$ cat config.mk
export PLATFORM = sky130hd
export DESIGN_NAME = bbd_ctrl
export DESIGN_NICKNAME = d
export VERILOG_FILES = /design/src/rtl/core/bbd_pkg.sv /design/src/rtl/core/bbd_ctrl.sv
export SDC_FILE = /design/constraint.sdc
export NUM_CORES = 1
export LEC_CHECK = 0
export CORE_AREA = 8 8 45 47
export DETAILED_ROUTE_END_ITERATION = 10
export DIE_AREA = 0 0 53 55
export DONT_BUFFER_PORTS = 1
export PLACE_DENSITY = 0.5
export SYNTH_ARGS = -nofsm -noshare
export SYNTH_HDL_FRONTEND = slang
export SYNTH_SLANG_ARGS = --single-unit
$ cat constraint.sdc
create_clock -name clk_i -period 3 [get_ports clk_i]
set_input_delay 0.6 -clock clk_i [delete_from_list [all_inputs] [get_ports clk_i]]
set_output_delay 0.6 -clock clk_i [all_outputs]
set_load 0.1 [all_outputs]
$ cat src/rtl/core/bbd_pkg.sv
// ---------------------------------------------------------------------------
// bbd_pkg
// shared types and constants for the bernstein basis derivative block
// ---------------------------------------------------------------------------
package bbd_pkg;

  localparam int unsigned MaxDegreeDefault = 10;
  localparam int unsigned TWidth   = 17;
  localparam int unsigned NWidth   = 4;
  localparam int unsigned OutWidth = 49;
  localparam int unsigned AccWidth = 64;
  localparam int unsigned QWidth   = 32;

  typedef enum logic [3:0] {
    ST_IDLE,
    ST_CHECK,
    ST_TERM,
    ST_UPOW,
    ST_TPOW,
    ST_MIX,
    ST_CM,
    ST_CK,
    ST_ACC,
    ST_FF,
    ST_ROUND,
    ST_DONE
  } state_e;

  typedef enum logic [3:0] {
    OP_NONE,
    OP_LOAD,
    OP_TERM_INIT,
    OP_UPOW,
    OP_TPOW,
    OP_MIX,
    OP_CM,
    OP_CK,
    OP_ACC,
    OP_FF,
    OP_ROUND
  } op_e;

  typedef struct packed {
    op_e op;
  } ctrl_t;

  typedef struct packed {
    logic invalid;
    logic upow_done;
    logic tpow_done;
    logic last_term;
    logic ff_done;
  } status_t;

  // binomial coefficient for values up to 15, narrow table
  function automatic logic [12:0] choose_f(input logic [3:0] a, input logic [3:0] b);
    logic [12:0] r;
    logic [12:0] row [16];
    r = '0;
    if (b <= a) begin
      for (int x = 0; x < 16; x++) row[x] = '0;
      row[0] = 13'd1;
      for (int y = 1; y <= 15; y++) begin
        for (int x = 15; x >= 1; x--) row[x] = row[x] + row[x-1];
        if (4'(y) == a) r = row[b];
      end
      if (a == 4'd0) r = 13'd1;
    end
    return r;
  endfunction

endpackage

$ cat src/rtl/core/bbd_ctrl.sv
// ---------------------------------------------------------------------------
// bbd_ctrl
// sequencer that steps the shared multiplier through terms and powers
// ---------------------------------------------------------------------------
module bbd_ctrl (
  input  logic            clk_i,
  input  logic            rst_ni,
  input  logic            start_i,
  input  bbd_pkg::status_t status_i,
  output bbd_pkg::ctrl_t  ctrl_o,
  output logic            busy_o,
  output logic            done_o
);
  import bbd_pkg::*;

  state_e state_q, state_d;

  always_ff @(posedge clk_i or negedge rst_ni) begin
    if (!rst_ni) state_q <= ST_IDLE;
    else state_q <= state_d;
  end

  always_comb begin
    state_d = state_q;
    case (state_q)
      ST_IDLE:  if (start_i) state_d = ST_CHECK;
      ST_CHECK: state_d = status_i.invalid ? ST_DONE : ST_TERM;
      ST_TERM:  state_d = ST_UPOW;
      ST_UPOW:  if (status_i.upow_done) state_d = ST_TPOW;
      ST_TPOW:  if (status_i.tpow_done) state_d = ST_MIX;
      ST_MIX:   state_d = ST_CM;
      ST_CM:    state_d = ST_CK;
      ST_CK:    state_d = ST_ACC;
      ST_ACC:   state_d = status_i.last_term ? ST_FF : ST_TERM;
      ST_FF:    if (status_i.ff_done) state_d = ST_ROUND;
      ST_ROUND: state_d = ST_DONE;
      ST_DONE:  state_d = ST_IDLE;
      default:  state_d = ST_IDLE;
    endcase
  end

  always_comb begin
    ctrl_o.op = OP_NONE;
    busy_o = (state_q != ST_IDLE);
    done_o = (state_q == ST_DONE);
    case (state_q)
      ST_IDLE:  ctrl_o.op = start_i ? OP_LOAD : OP_NONE;
      ST_TERM:  ctrl_o.op = OP_TERM_INIT;
      ST_UPOW:  ctrl_o.op = status_i.upow_done ? OP_NONE : OP_UPOW;
      ST_TPOW:  ctrl_o.op = status_i.tpow_done ? OP_NONE : OP_TPOW;
      ST_MIX:   ctrl_o.op = OP_MIX;
      ST_CM:    ctrl_o.op = OP_CM;
      ST_CK:    ctrl_o.op = OP_CK;
      ST_ACC:   ctrl_o.op = OP_ACC;
      ST_FF:    ctrl_o.op = status_i.ff_done ? OP_NONE : OP_FF;
      ST_ROUND: ctrl_o.op = OP_ROUND;
      default:  ctrl_o.op = OP_NONE;
    endcase
  end

endmodule

==> flow_summary.toml <==
[outcome]
status = "completed"

[synthesis]
synth-seq-area-share = 0.258
synthCells = 51
synth_nets = 59
ys_types = 24
synth_area_per_cell_um2 = 7.61
ys.flop_type = "dfrtp_1"
yosysWarnings = 0
synthesis.area_um2 = 388
synthArstFlopShare = 1.00
synth-edff-count = 0
ys_seq_elements = 4

[worst_setup_path]
r2r_cells = 4
end_kind = "output port"
path_delay_family = "simple AND/OR/NAND/NOR gates"
crit_path_start = "state_q[3]"
r2r_slack_ns = 1.60
timing.rr.start = "state_q[3]"
path_cells = "nor3b_1, a21oi_1, or3b_1, o21ai_2, buf_4"
cp.arrival_ns = 1.84
crit_path_start_kind = "register"
critPathMaxStageDelay_ns = 0.54
worstSetupPathType = "register to output port"
crit_fanout = 11
crit_buf_inv = 1
critical_path_required_ns = 2.40
cp_slowest_cell = "dfrtp_1"
rr_endpoint = "state_q[0]"

[global_route]
antenna_found_initial = 0
overflow = 0
grt_max_degree = 16
grt_pass1_wl_um = 1570
grt_pass1_vias = 364
grtUsageTotal = 0.0706

[clocking]
cts_buffers = 3
cts.hold.buffers_added = 0
cts_max_path_buffers = 2
h-tree-depth = 1
post_cts_resized = 0
cts_tree = "yes"
clk_pin_slew_ns = 0.04
clock-sinks = 4
clkLatencyLatePin_ns = 0.23
cts-root-buf = "clkbuf_4"
postCtsSetupBuffers = 0

[detailed_routing]
drc = 0
drt_iter0_drc = 2
drt-vias-per-instance = 5.17
dr.pass1.iters = 4
detail-route-antenna-nets = 0
num_vias = 372
routed_wl_um = 905
routedWlPerCell_um = 12.6

[timing]
finClkSkew_ns = 0.00207
fmax_mhz = 410
slew_violations = 0
period_share = 0.813
tns_ns = 0
final_hold_viol_count = 0
worst_pin_slew_ns = 0.428
rsz0062_at_grt = "false"
slew_headroom = 0.715
post-route-min-period_ns = 2.44
setup_viol = 0

[floorplanning]
dieArea_um2 = 2920
die_w_um = 53
core_area_um2 = 1380
io_pins = 14
die_y_um = 55
start_util = 0.280
num_rows = 14

[placement]
dp_hpwl_um = 699
place.gp.congestion = 0.688
portBuffers = 0

[final_layout]
antenna_cells = 0
nets = 66
multiInputGateArea_um2 = 251
seqCellArea_um2 = 100
largestRegisters = "state_q x4"
utilization = 0.320
largest_reg_flops = 4
area_delta_synth_final_pct = 14.2
nFillCells = 156
drive_above_1_share = 0.286
final_cell_mix = "nand2_1, buf_4"
top_register = "state_q"

[min_path]
worst_hold_path_type = "primary input to asynchronous set/reset pin"

[flow_run]
drv_cap = 0
==> cell usage after synthesis, types with 2 or more instances <==
cell	n	share of area
dfrtp_1	4	0.26
buf_6	4	0.12
a21oi_1	5	0.065
o21ai_0	5	0.065
nand2b_1	2	0.032
nor2b_1	2	0.032
nand2_1	6	0.058
nor3_1	2	0.026
nor2_1	6	0.058
==> final cells by class <==
class,instances,share of cell area
Sequential cell,4,0.226
Timing Repair Buffer,6,0.102
Clock buffer,3,0.0508
Multi-Input combinational cell,42,0.568
Tap cell,16,0.0452
Inverter,1,0.00847
==> worst max-delay path by stage <==
stage                     slack, ns  depth (start not counted)         to
after floorplan                0.21                          4  ctrl_o[0]
after global placement         0.80                          5  ctrl_o[0]
after detailed placement       0.81                          5  ctrl_o[0]
after CTS                      0.55                          5  ctrl_o[0]
after global routing           0.46                          5  ctrl_o[0]
final                          0.56                          5  ctrl_o[0]
==> cell families (layout without fill, tap and decap cells) <==
group / count (synthesis) / after routing / share of synthesized area
buffers and inverters: 5 / 10 / 0.126
multiplexers: 1 / 1 / 0.0258
AO/OA/AOI/OAI: 18 / 18 / 0.297
flip-flops: 4 / 4 / 0.258
AND/OR/NAND/NOR: 23 / 23 / 0.294
==> worst register-to-register path, stage by stage (launching register included) <==
cell and delay, ns:
dfrtp_1 0.54, nor3b_1 0.24, a21oi_1 0.05, or3b_1 0.39
o21ai_1 0.10
==> metal layers <==
metal / track usage / routed length (um) / vias to the layer above / part of all wire
met2: 0.109 / 408 / 12 / 0.45
met3: 0.0428 / 97 / 0 / 0.11
met4: 0.0259 / 0 / 0 / 0
met1: 0.0780 / 399 / 168 / 0.44
met5: 0 / 0 / - / 0
li1: - / - / 192 / -
==> metrics by stage <==
stage          hold WS, ns  cell area, um2  worst slack (ns)  instances
6_report            0.0632             443             0.562         72
3_5_place_dp         0.305             420             0.811         69
3_3_place_gp         0.305             420             0.805         69
5_1_grt             0.0397             443             0.457         72
4_1_cts             0.0528             443             0.550         72
2_1_floorplan        0.304             388             0.208         51
Power is not shown: default switching activity piles up to over one toggle a cycle in this logic, so the estimate is an artifact.
